**src/sv/tgarle_pkg.sv**
```systemverilog
// Package: shared types and constants of the TGA RLE pixel decoder.
`default_nettype none

package tgarle_pkg;

	// Header byte positions within the 18-byte TGA header.
	localparam logic [4:0] HdrIdLen    = 5'd0;
	localparam logic [4:0] HdrType     = 5'd2;
	localparam logic [4:0] HdrWidthLo  = 5'd12;
	localparam logic [4:0] HdrWidthHi  = 5'd13;
	localparam logic [4:0] HdrHeightLo = 5'd14;
	localparam logic [4:0] HdrHeightHi = 5'd15;
	localparam logic [4:0] HdrDepth    = 5'd16;
	localparam logic [4:0] HdrLast     = 5'd17;

	localparam logic [7:0] TypeRaw   = 8'd2;
	localparam logic [7:0] TypeRle   = 8'd10;
	localparam logic [7:0] DepthRgb  = 8'd24;
	localparam logic [7:0] DepthRgba = 8'd32;

	localparam logic [7:0] AlphaFillReset = 8'd255;
	localparam logic [7:0] MaxRepeat      = 8'd128;

	typedef enum logic [1:0] {
		KIND_PIXEL     = 2'd0,
		KIND_HEADER    = 2'd1,
		KIND_BAD_TYPE  = 2'd2,
		KIND_BAD_DEPTH = 2'd3
	} kind_t;

	typedef struct packed {
		kind_t       kind;
		logic [7:0]  red;
		logic [7:0]  green;
		logic [7:0]  blue;
		logic [7:0]  alpha;
		logic [7:0]  repeat_count;
		logic [15:0] image_width;
		logic [15:0] image_height;
		logic        last;
	} result_t;

endpackage

`default_nettype wire

```
**src/sv/tgarle_if.sv**
```systemverilog
// Interfaces: the byte input channel and the result output channel.
`default_nettype none

interface tgarle_in_if;
	logic       valid;
	logic       ready;
	logic [7:0] data_byte;
	logic       first_byte;

	modport source (output valid, output data_byte, output first_byte, input ready);
	modport sink (input valid, input data_byte, input first_byte, output ready);
endinterface

interface tgarle_out_if;
	logic        valid;
	logic        ready;
	logic [1:0]  kind;
	logic [7:0]  red;
	logic [7:0]  green;
	logic [7:0]  blue;
	logic [7:0]  alpha;
	logic [7:0]  repeat_count;
	logic [15:0] image_width;
	logic [15:0] image_height;
	logic        last;

	modport source (output valid, output kind, output red, output green, output blue,
		output alpha, output repeat_count, output image_width, output image_height,
		output last, input ready);
	modport sink (input valid, input kind, input red, input green, input blue,
		input alpha, input repeat_count, input image_width, input image_height,
		input last, output ready);
endinterface

`default_nettype wire

```
**src/sv/tga_rle_pixel_decoder.sv**
```systemverilog
// Top level: TGA truecolor (raw and RLE) byte stream to RGBA pixel run decoder.
//
// The block takes the bytes of a TGA file, one per transfer on in_ch, with
// first_byte set on header byte 0 of each file. A first_byte transfer always
// starts a new header, dropping whatever file was in progress. Bytes with
// first_byte clear while no file is open are dropped without a result.
// Each byte yields at most one result on out_ch: kind 1 with the image size
// at the last header byte, kind 2 or 3 (with last set) for an unsupported
// image type or depth, and kind 0 for a pixel run. Raw pixels come out with a
// repeat count of 1; a run packet comes out once with its count, clipped to
// the pixels still owed for width times height. last marks the final run.
// A byte is taken into the input register, and its result passes on into
// the output register, from which it is shown. Throughput is one byte per
// cycle while out_ch does not stall: the decode of a byte is a single pass
// of header/packet logic and one 16x16 multiply (width times height)
// between the two registers.
// When out_ch stalls, the output register holds its result and the input
// register keeps one more byte; in_ch.ready drops only when both are full.
// Reset clears all decoder state, empties both registers and loads alpha_fill
// with 255. cfg_we writes alpha_fill, used as the alpha of 24-bit images.
`default_nettype none

module tga_rle_pixel_decoder (
	input  wire logic       clk,
	input  wire logic       arst_n,
	tgarle_in_if.sink       in_ch,
	tgarle_out_if.source    out_ch,
	input  wire logic       cfg_we,
	input  wire logic [7:0] cfg_wdata
);

	typedef enum logic [2:0] {
		PH_IDLE,
		PH_HEADER,
		PH_IDSKIP,
		PH_PKTHDR,
		PH_PIXEL
	} phase_t;

	// Input register.
	logic       in_valid_s1;
	logic [7:0] data_s1;
	logic       first_s1;

	// Output register.
	logic                 out_valid_q;
	tgarle_pkg::result_t  res_q;

	// Decoder state.
	phase_t      phase_q,    phase_n;
	logic [4:0]  hdr_idx_q,  hdr_idx_n;
	logic [7:0]  id_left_q,  id_left_n;
	logic        compr_q,    compr_n;
	logic [2:0]  bpp_q,      bpp_n;
	logic [15:0] width_q,    width_n;
	logic [15:0] height_q,   height_n;
	logic [31:0] pix_left_q, pix_left_n;
	logic [7:0]  pkt_left_q, pkt_left_n;
	logic        pkt_run_q,  pkt_run_n;
	logic [1:0]  bip_q,      bip_n;
	logic [23:0] color_q,    color_n;
	logic [7:0]  alpha_fill_q;

	tgarle_pkg::result_t res_n;
	logic                emit_n;

	logic        advance;
	logic        fire;
	logic [31:0] area;
	logic [23:0] color_w;
	logic [7:0]  reps;
	logic [4:0]  idx;

	// The input register moves on whenever the output register is free or
	// is being emptied in this cycle.
	assign advance     = !out_valid_q || out_ch.ready;
	assign fire        = in_valid_s1 && advance;
	assign in_ch.ready = !in_valid_s1 || advance;

	assign area = {16'd0, width_q} * {16'd0, height_q};

	always_comb begin
		phase_n    = phase_q;
		hdr_idx_n  = hdr_idx_q;
		id_left_n  = id_left_q;
		compr_n    = compr_q;
		bpp_n      = bpp_q;
		width_n    = width_q;
		height_n   = height_q;
		pix_left_n = pix_left_q;
		pkt_left_n = pkt_left_q;
		pkt_run_n  = pkt_run_q;
		bip_n      = bip_q;
		color_n    = color_q;
		res_n      = '0;
		emit_n     = 1'b0;
		color_w    = color_q;
		reps       = 8'd1;
		idx        = hdr_idx_q;

		// A first byte wipes the file state and is then parsed as header byte 0.
		if (first_s1) begin
			phase_n    = PH_HEADER;
			hdr_idx_n  = '0;
			id_left_n  = '0;
			compr_n    = 1'b0;
			bpp_n      = '0;
			width_n    = '0;
			height_n   = '0;
			pix_left_n = '0;
			pkt_left_n = '0;
			pkt_run_n  = 1'b0;
			bip_n      = '0;
			color_n    = '0;
			idx        = '0;
		end

		unique case (phase_n)
			PH_HEADER: begin
				hdr_idx_n = idx + 5'd1;
				if (idx == tgarle_pkg::HdrIdLen) begin
					id_left_n = data_s1;
				end
				if (idx == tgarle_pkg::HdrType) begin
					if (data_s1 != tgarle_pkg::TypeRaw && data_s1 != tgarle_pkg::TypeRle) begin
						res_n.kind = tgarle_pkg::KIND_BAD_TYPE;
						res_n.last = 1'b1;
						emit_n     = 1'b1;
						phase_n    = PH_IDLE;
					end
					compr_n = (data_s1 == tgarle_pkg::TypeRle);
				end
				if (idx == tgarle_pkg::HdrWidthLo)  width_n[7:0]   = data_s1;
				if (idx == tgarle_pkg::HdrWidthHi)  width_n[15:8]  = data_s1;
				if (idx == tgarle_pkg::HdrHeightLo) height_n[7:0]  = data_s1;
				if (idx == tgarle_pkg::HdrHeightHi) height_n[15:8] = data_s1;
				if (idx == tgarle_pkg::HdrDepth) begin
					if (data_s1 != tgarle_pkg::DepthRgb && data_s1 != tgarle_pkg::DepthRgba) begin
						res_n.kind = tgarle_pkg::KIND_BAD_DEPTH;
						res_n.last = 1'b1;
						emit_n     = 1'b1;
						phase_n    = PH_IDLE;
					end
					bpp_n = data_s1[5:3];
				end
				if (idx == tgarle_pkg::HdrLast) begin
					// Width and height are complete by now, so the registered
					// values feed the pixel count.
					pix_left_n         = area;
					res_n.kind         = tgarle_pkg::KIND_HEADER;
					res_n.image_width  = width_q;
					res_n.image_height = height_q;
					emit_n             = 1'b1;
					if (area == 32'd0) begin
						res_n.last = 1'b1;
						phase_n    = PH_IDLE;
					end else if (id_left_q != 8'd0) begin
						phase_n = PH_IDSKIP;
					end else begin
						bip_n   = '0;
						color_n = '0;
						phase_n = compr_q ? PH_PKTHDR : PH_PIXEL;
					end
				end
			end
			PH_IDSKIP: begin
				id_left_n = id_left_q - 8'd1;
				if (id_left_n == 8'd0) begin
					bip_n   = '0;
					color_n = '0;
					phase_n = compr_q ? PH_PKTHDR : PH_PIXEL;
				end
			end
			PH_PKTHDR: begin
				// Both packet kinds carry a count of the low seven bits plus one.
				pkt_run_n  = data_s1[7];
				pkt_left_n = {1'b0, data_s1[6:0]} + 8'd1;
				bip_n      = '0;
				color_n    = '0;
				phase_n    = PH_PIXEL;
			end
			PH_PIXEL: begin
				unique case (bip_q)
					2'd0:    color_w[7:0]   = data_s1;
					2'd1:    color_w[15:8]  = data_s1;
					2'd2:    color_w[23:16] = data_s1;
					default: color_w        = color_q;
				endcase
				if ({1'b0, bip_q} + 3'd1 < bpp_q) begin
					bip_n   = bip_q + 2'd1;
					color_n = color_w;
				end else begin
					// A run is clipped to the pixels the image still owes.
					if (compr_q && pkt_run_q) begin
						reps = ({24'd0, pkt_left_q} < pix_left_q) ? pkt_left_q : pix_left_q[7:0];
					end
					pix_left_n         = pix_left_q - {24'd0, reps};
					res_n.kind         = tgarle_pkg::KIND_PIXEL;
					res_n.red          = color_w[23:16];
					res_n.green        = color_w[15:8];
					res_n.blue         = color_w[7:0];
					res_n.alpha        = (bpp_q == 3'd4) ? data_s1 : alpha_fill_q;
					res_n.repeat_count = reps;
					emit_n             = 1'b1;
					bip_n              = '0;
					color_n            = '0;
					if (pix_left_n == 32'd0) begin
						res_n.last = 1'b1;
						phase_n    = PH_IDLE;
					end else if (compr_q) begin
						if (pkt_run_q) begin
							phase_n = PH_PKTHDR;
						end else begin
							pkt_left_n = pkt_left_q - 8'd1;
							if (pkt_left_n == 8'd0) begin
								phase_n = PH_PKTHDR;
							end
						end
					end
				end
			end
			default: begin
				// Idle: bytes outside a file are dropped.
			end
		endcase
	end

	always_ff @(posedge clk or negedge arst_n) begin
		if (!arst_n) begin
			in_valid_s1  <= 1'b0;
			out_valid_q  <= 1'b0;
			phase_q      <= PH_IDLE;
			hdr_idx_q    <= '0;
			id_left_q    <= '0;
			compr_q      <= 1'b0;
			bpp_q        <= '0;
			width_q      <= '0;
			height_q     <= '0;
			pix_left_q   <= '0;
			pkt_left_q   <= '0;
			pkt_run_q    <= 1'b0;
			bip_q        <= '0;
			color_q      <= '0;
			alpha_fill_q <= tgarle_pkg::AlphaFillReset;
		end else begin
			if (cfg_we) begin
				alpha_fill_q <= cfg_wdata;
			end
			if (in_ch.ready) begin
				in_valid_s1 <= in_ch.valid;
			end
			if (fire) begin
				phase_q    <= phase_n;
				hdr_idx_q  <= hdr_idx_n;
				id_left_q  <= id_left_n;
				compr_q    <= compr_n;
				bpp_q      <= bpp_n;
				width_q    <= width_n;
				height_q   <= height_n;
				pix_left_q <= pix_left_n;
				pkt_left_q <= pkt_left_n;
				pkt_run_q  <= pkt_run_n;
				bip_q      <= bip_n;
				color_q    <= color_n;
			end
			if (fire && emit_n) begin
				out_valid_q <= 1'b1;
			end else if (out_ch.ready) begin
				out_valid_q <= 1'b0;
			end
		end
	end

	// Payload registers: the input byte and the pending result.
	always_ff @(posedge clk) begin
		if (in_ch.ready) begin
			data_s1  <= in_ch.data_byte;
			first_s1 <= in_ch.first_byte;
		end
		if (fire && emit_n) begin
			res_q <= res_n;
		end
	end

	assign out_ch.valid        = out_valid_q;
	assign out_ch.kind         = res_q.kind;
	assign out_ch.red          = res_q.red;
	assign out_ch.green        = res_q.green;
	assign out_ch.blue         = res_q.blue;
	assign out_ch.alpha        = res_q.alpha;
	assign out_ch.repeat_count = res_q.repeat_count;
	assign out_ch.image_width  = res_q.image_width;
	assign out_ch.image_height = res_q.image_height;
	assign out_ch.last         = res_q.last;

endmodule

`default_nettype wire

```
**src/flat_wrapper.sv**
```systemverilog
// flat-port wrapper written by rule: the top's interface ports become plain ports
module tga_rle_pixel_decoder_flat 
  (clk, arst_n, cfg_we, cfg_wdata, in_ch_valid, in_ch_data_byte, in_ch_first_byte, in_ch_ready, out_ch_valid, out_ch_kind, out_ch_red, out_ch_green, out_ch_blue, out_ch_alpha, out_ch_repeat_count, out_ch_image_width, out_ch_image_height, out_ch_last, out_ch_ready);
  tgarle_in_if in_ch_i ();
  tgarle_out_if out_ch_i ();
  input  wire logic clk;
  input  wire logic arst_n;
  input  wire logic cfg_we;
  input  wire logic [7:0] cfg_wdata;
  input wire logic [$bits(in_ch_i.valid)-1:0] in_ch_valid;
  input wire logic [$bits(in_ch_i.data_byte)-1:0] in_ch_data_byte;
  input wire logic [$bits(in_ch_i.first_byte)-1:0] in_ch_first_byte;
  output wire logic [$bits(in_ch_i.ready)-1:0] in_ch_ready;
  output wire logic [$bits(out_ch_i.valid)-1:0] out_ch_valid;
  output wire logic [$bits(out_ch_i.kind)-1:0] out_ch_kind;
  output wire logic [$bits(out_ch_i.red)-1:0] out_ch_red;
  output wire logic [$bits(out_ch_i.green)-1:0] out_ch_green;
  output wire logic [$bits(out_ch_i.blue)-1:0] out_ch_blue;
  output wire logic [$bits(out_ch_i.alpha)-1:0] out_ch_alpha;
  output wire logic [$bits(out_ch_i.repeat_count)-1:0] out_ch_repeat_count;
  output wire logic [$bits(out_ch_i.image_width)-1:0] out_ch_image_width;
  output wire logic [$bits(out_ch_i.image_height)-1:0] out_ch_image_height;
  output wire logic [$bits(out_ch_i.last)-1:0] out_ch_last;
  input wire logic [$bits(out_ch_i.ready)-1:0] out_ch_ready;
  assign in_ch_i.valid = in_ch_valid;
  assign in_ch_i.data_byte = in_ch_data_byte;
  assign in_ch_i.first_byte = in_ch_first_byte;
  assign in_ch_ready = in_ch_i.ready;
  assign out_ch_valid = out_ch_i.valid;
  assign out_ch_kind = out_ch_i.kind;
  assign out_ch_red = out_ch_i.red;
  assign out_ch_green = out_ch_i.green;
  assign out_ch_blue = out_ch_i.blue;
  assign out_ch_alpha = out_ch_i.alpha;
  assign out_ch_repeat_count = out_ch_i.repeat_count;
  assign out_ch_image_width = out_ch_i.image_width;
  assign out_ch_image_height = out_ch_i.image_height;
  assign out_ch_last = out_ch_i.last;
  assign out_ch_i.ready = out_ch_ready;
  tga_rle_pixel_decoder u_core (.clk(clk), .arst_n(arst_n), .in_ch(in_ch_i), .out_ch(out_ch_i), .cfg_we(cfg_we), .cfg_wdata(cfg_wdata));
endmodule
```
**config.mk**
```make
export PLATFORM = sky130hd
export DESIGN_NAME = tga_rle_pixel_decoder_flat
export DESIGN_NICKNAME = d
export VERILOG_FILES = /design/src/sv/tgarle_pkg.sv /design/src/sv/tgarle_if.sv /design/src/sv/tga_rle_pixel_decoder.sv /design/src/flat_wrapper.sv
export SDC_FILE = /design/constraint.sdc
export NUM_CORES = 1
export LEC_CHECK = 0
export BUFFER_PORTS_ARGS = -buffer_cell sky130_fd_sc_hd__buf_4
export CAP_MARGIN = 25
export CORE_ASPECT_RATIO = 2
export CORE_UTILIZATION = 58
export CTS_CLUSTER_DIAMETER = 50
export CTS_CLUSTER_SIZE = 14
export DETAILED_ROUTE_END_ITERATION = 16
export PLACE_DENSITY_LB_ADDON = 0.08
export SYNTH_ARGS = -nofsm -noshare
export SYNTH_HDL_FRONTEND = slang
export SYNTH_SLANG_ARGS = --single-unit
```
**constraint.sdc**
```tcl
create_clock -name clk -period 9.2 [get_ports clk]
set_input_delay 0 -clock clk [delete_from_list [all_inputs] [get_ports clk]]
set_output_delay 0 -clock clk [all_outputs]
set_load 0.02 [all_outputs]
```
Word level (Yosys, flattened, before mapping)
Cells that the tools add are included.
- register bits after elaboration: 213
- logic and storage cells: 166
- output and inout bits: 77
- $lt $le $gt $ge: 2
- multipliers: 1
- multiplexer cells: 89
- reductions and logical operators: 21
- bitwise gates (word level): 1
- $add $sub $neg: 7
- equal/unequal tests: 19
- operators by type and width (cell ; number):
    8-bit 2-to-1 mux ; 19
    24-bit 2-to-1 mux ; 6
    32-bit 2-to-1 mux ; 3
    24-bit case mux with 4 select lines ; 1
    32-bit logical NOT ; 2
    16-bit 2-to-1 mux ; 4
    32-bit case mux with 2 select lines ; 1
    3-bit 2-to-1 mux ; 18
    8-bit by 32-bit < comparator with 1-bit output ; 1
    16-bit by 16-bit multiplier with 32-bit output ; 1
    8-bit case mux with 2 select lines ; 2
    32-bit by 8-bit subtractor with 32-bit output ; 1
    2-bit 2-to-1 mux ; 11
    5-bit by 4-bit equality test with 1-bit output (second input constant) ; 4
    1-bit 2-to-1 mux ; 17
    8-bit logical NOT ; 2
    8-bit by 1-bit subtractor with 8-bit output (second input constant) ; 2
    3-bit case mux with 4 select lines ; 1
    5-bit equality test (second input constant) ; 2
    5-bit 2-to-1 mux ; 2
    7-bit by 1-bit adder with 8-bit output (second input constant) ; 1
    8-bit by 4-bit equality test with 1-bit output (second input constant) ; 1
    8-bit by 2-bit != test with 1-bit output (second input constant) ; 1
    8-bit by 4-bit != test with 1-bit output (second input constant) ; 1
    25 further kinds ; 36

Logic depth before layout (Yosys ltp)
- depth in word-level cells: 10
- mapped depth: 28
- gate-level depth less buffers: 24

Least setup slack after synthesis
Ideal clock, no wire load.
- path kind: register to register
- start: register u_core.width_q[7]
- end: register u_core.phase_q[0]
- arrival: 6.564 ns
- clock period less this slack: 6.688 ns
- setup time: 0.124 ns
- buffers on the path: 4
- path slack: 2.512 ns
- stages on the path, launching flop included: 24
- path through: dfrtp_1 -> clkbuf_1 -> clkbuf_1 -> nand2_1 -> fa_1 -> fa_1 -> fa_1 -> fa_1 -> fa_1 -> fa_1 -> inv_1 -> ha_1 -> buf_2 -> nand2_1 -> nor4_1 -> nor3_1 -> o21bai_1 -> a21oi_1 -> xnor2_1 -> or4_1 -> or4_1 -> buf_6 -> a211oi_1 -> nor2_1
- cells in the longest elaborated chain, start to end: 5
- RTL lines (item ; RTL line ; RTL):
    start: declaration ; tga_rle_pixel_decoder.sv:55 ; logic [15:0] width_q, width_n;
    start signal: assignment ; tga_rle_pixel_decoder.sv:258 ; width_q <= width_n;
    16-bit by 16-bit multiplier with 32-bit output ; tga_rle_pixel_decoder.sv:80 ; assign area = {16'd0, width_q} * {16'd0, height_q};
    32-bit logical NOT ; tga_rle_pixel_decoder.sv:154 ; if (area == 32'd0) begin
    3-bit 2-to-1 mux ; tga_rle_pixel_decoder.sv:154 ;
    3-bit 2-to-1 mux ; tga_rle_pixel_decoder.sv:146 ; if (idx == tgarle_pkg::HdrLast) begin
    3-bit case mux with 4 select lines ; tga_rle_pixel_decoder.sv:118 ; unique case (phase_n)
    end signal: assignment ; tga_rle_pixel_decoder.sv:253 ; phase_q <= phase_n;
    end: declaration ; tga_rle_pixel_decoder.sv:50 ; phase_t phase_q, phase_n;
Every way passes these cells.
A chain may end at the register's enable or synchronous reset.

Worst setup path after layout
- start: register u_core.width_q[5]
- end: register u_core.color_q[7]
- cells in the longest elaborated chain, start to end: 5
- RTL lines (item ; RTL line ; RTL):
    16-bit by 16-bit multiplier with 32-bit output ; tga_rle_pixel_decoder.sv:80 ;
    32-bit logical NOT ; tga_rle_pixel_decoder.sv:154 ;
    24-bit 2-to-1 mux ; tga_rle_pixel_decoder.sv:154 ;
    24-bit 2-to-1 mux ; tga_rle_pixel_decoder.sv:146 ;
    24-bit case mux with 4 select lines ; tga_rle_pixel_decoder.sv:118 ;
    end signal: assignment ; tga_rle_pixel_decoder.sv:264 ; color_q <= color_n;
    end: declaration ; tga_rle_pixel_decoder.sv:61 ; logic [23:0] color_q, color_n;
Every way passes these cells.

==> impl_metrics.toml <==
[drt]
ant_nets = 0
drtIter0Drc = 1072
drcViolationCount = 0
wl_um = 63000
vias_per_cell = 6.30
drt_pass1_iterations = 6
num_vias = 16800
routedWlPerCell_um = 23.6

[critical_path]
endpoint_kind = "flip-flop"
critical_path_class = "reg -> reg"
r2r-end = "u_core.color_q[7]$_DFFE_PN0P_"
critical_path_arrival_ns = 8.48
reg2reg_from = "u_core.width_q[5]$_DFFE_PN0P_"
critPathMaxFanout = 24
worstRegToRegCells = 19
start_kind = "flip-flop"
ff2ff_setup_slack_ns = 1.20
crit_required_ns = 9.67

[yosys]
syn-cell-area_um2 = 20300
synth-seq-cells = 213
syn_nets = 2529
synth_edf_count = 84
synth_top_area_cell = "fa_1"
synth.most_common_cell = "nand2_1"
synth_top_area_share_pct = 19.2
yosysSeqAreaShare_pct = 28.4
synthFlopType = "dfrtp_1"
synth_warnings = 0
synth_area_leaders = "fa_1 (19%), dfrtp_1 (15%), edfxtp_1 (12%)"
synthTopCellsByCount = "nand2_1 (314), inv_1 (212), fa_1 (195)"
avgSynthCellArea_um2 = 9.33
yosysUniqueCellTypes = 98
synthArstFlopShare_pct = 60.6
synth_cells = 2175

[die]
die_w_um = 134
dieHeight_um = 266
core-area_um2 = 34400
rows = 96
die_area_um2 = 35800
initial_core_util_pct = 59.1
ioPinCount = 99

[place]
io_buffers = 98
routabilityCongestion = 0.954
dp_hpwl_um = 46200

[clock_network]
clock_latency_ns = 0.55
cts_tree = "yes"
clock-root-buffer = "clkbuf_16"
cts_buffer_depth = 3
numClockSinks = 213
htree_levels = 1
clk_pin_slew_worst_paths_ns = 0.07
cts_buffers = 24

[layout]
finish.net_count = 2568
utilization_pct = 64.8
syn2layout_area_growth_pct = 9.77
n_antenna_cell = 0
drive_gt1_share_pct = 9.90

[timing]
rsz0062_at_grt = "no"
slew_violations = 0
slew_headroom_pct = 34.7
finalCriticalPeriod_ns = 8.00
fmax_ghz = 0.125
skew_ns = 0.0202
max_slew.worst_pin.slew_ns = 0.980
tns_ns = 0
final-setup-viol-count = 0
timing.final.crit_share_pct = 87.0
final_hold_viol_count = 0

[pwr]
ir_drop_uv = 199
p_leak_nw = 9.37
powerDensity_nw_per_um2 = 163

[global_routing]
grt_pass1_vias = 18100
grt_pass1_wl_um = 98500
grtUsageTotal_pct = 36.3
grt_max_degree = 67
grt-ovfl-total = 0
antenna_found_initial = 0

[flow_run]
maxCapViolations = 0

[worst_hold_path]
hp-class = "in -> async"

[status]
status = "finished, final reports clean"
-- worst max path at each step --
| stage | from | endpoint | slack [ns] | cells after the start |
|---|---|---|---|---|
| floorplan | u_core.width_q[7]$_DFFE_PN0P_ | u_core.phase_q[0]$_DFFE_PN0P_ | 2.51 | 23 |
| CTS | u_core.width_q[4]$_DFFE_PN0P_ | u_core.bip_q[0]$_DFFE_PN0P_ | 1.24 | 19 |
| global route | u_core.width_q[10]$_DFFE_PN0P_ | u_core.color_q[3]$_DFFE_PN0P_ | 0.91 | 19 |
| global placement | u_core.width_q[8]$_DFFE_PN0P_ | u_core.phase_q[0]$_DFFE_PN0P_ | 1.27 | 19 |
| finish | u_core.width_q[5]$_DFFE_PN0P_ | u_core.color_q[7]$_DFFE_PN0P_ | 1.20 | 19 |
| detailed placement | u_core.width_q[4]$_DFFE_PN0P_ | u_core.color_q[14]$_DFFE_PN0P_ | 1.28 | 19 |
-- registers in the layout (all words and copies together) (netlist names), 2 cells and up --
signal / count
u_core.hdr_idx_q: 5
u_core.out_ch.green: 8
u_core.color_q: 24
u_core.out_ch.alpha: 8
u_core.pix_left_q: 32
u_core.alpha_fill_q: 8
u_core.id_left_q: 8
u_core.out_ch.red: 8
u_core.out_ch.image_width: 16
u_core.out_ch.repeat_count: 8
u_core.height_q: 16
u_core.out_ch.image_height: 16
u_core.out_ch.kind: 2
u_core.bip_q: 2
u_core.bpp_q: 3
u_core.data_s1: 8
u_core.pkt_left_q: 8
u_core.width_q: 16
u_core.out_ch.blue: 8
u_core.phase_q: 3
-- layout make-up --
class | instances | area (µm²)
Fill cell | 2871 | 12100
Inverter | 212 | 796
Tap cell | 441 | 552
Timing Repair Buffer | 154 | 1230
Multi-Input combinational cell | 1609 | 13200
Clock buffer | 33 | 656
Sequential cell | 213 | 5760
Clock inverter | 11 | 124
-- cells in the final DEF, fill, tap and decap left out, drive strengths merged, types with 29 or more instances in the layout --
| cell | Yosys | final |
|---|---|---|
| nand2 | 315 | 315 |
| inv | 212 | 221 |
| fa | 195 | 195 |
| nor2 | 143 | 143 |
| ha | 137 | 137 |
| buf | 15 | 125 |
| dfrtp | 121 | 121 |
| and2 | 108 | 108 |
| a21oi | 92 | 92 |
| edfxtp | 84 | 84 |
| o21ai | 80 | 80 |
| and3 | 46 | 46 |
| a22o | 43 | 43 |
| mux2i | 38 | 38 |
| nor3 | 36 | 36 |
| a31oi | 35 | 35 |
| clkbuf | 125 | 33 |
| dlygate4sd3 | 0 | 29 |
-- where the power goes --
group,internal [mW],switching (mW)
sequential,1.13,0.133
combinational,0.483,0.900
clock,0.544,0.450
total,2.16,1.48
-- metrics by stage --
| stage | cells | total power [mW] | area (µm²) | hold WS (ns) | setup WS (ns) |
|---|---|---|---|---|---|
| after floorplan | 2175 | 2.21 | 20300 | -0.296 | 2.51 |
| after global placement | 2600 | 2.60 | 21200 | -0.0848 | 1.27 |
| after detailed placement | 2600 | 2.62 | 21200 | -0.0789 | 1.28 |
| after CTS | 2673 | 3.63 | 22300 | 0.0456 | 1.24 |
| after global routing | 2673 | 3.81 | 22300 | 0.0446 | 0.907 |
| final | 2673 | 3.64 | 22300 | 0.0539 | 1.20 |
-- metal layers --
metal  track usage, %  up-vias  share of wire (%)
li1                 -     7494                  -
met1             37.7     8451                 34
met2             67.5      652                 54
met3             4.69      232                5.3
met4             23.5        0                6.7
met5                0        -                  0
-- kinds of logic (layout without fill, tap and decap cells) --
family,Yosys count,after routing,synth area share (%)
and+or+nand+nor,770,770,18.3
buffers and inverters,353,410,6.95
muxes,48,48,2.43
AOI/OAI and AO/OA,413,413,14.2
adders and majority gates,332,332,27.7
DFF,213,213,28.4
xor gates and xnor gates,46,46,1.99
-- timing repair --
action | in CTS | in global routing
hold endpoints to repair | 148 | 0
resized for setup | 0 | 0
buffers inserted | 0 | 0
hold buffers | 29 | 0
endpoints found under the setup margin | 0 | 0
-- critical path, stage by stage (launching register included) --
cell	delay, ns
dfrtp_1	0.97
nand2_1	0.21
fa_1	0.54
fa_1	0.47
fa_1	0.52
fa_1	0.61
fa_1	0.45
fa_1	0.50
inv_1	0.05
ha_1	0.44
nand2_1	0.23
nor4_1	0.55
nor3_1	0.17
o21bai_1	0.28
a21oi_1	0.12
xnor2_1	0.17
or4_1	0.53
or4_1	0.67
nand2_8	0.27
o31a_1	0.17
(Power assumes the default switching activity.)
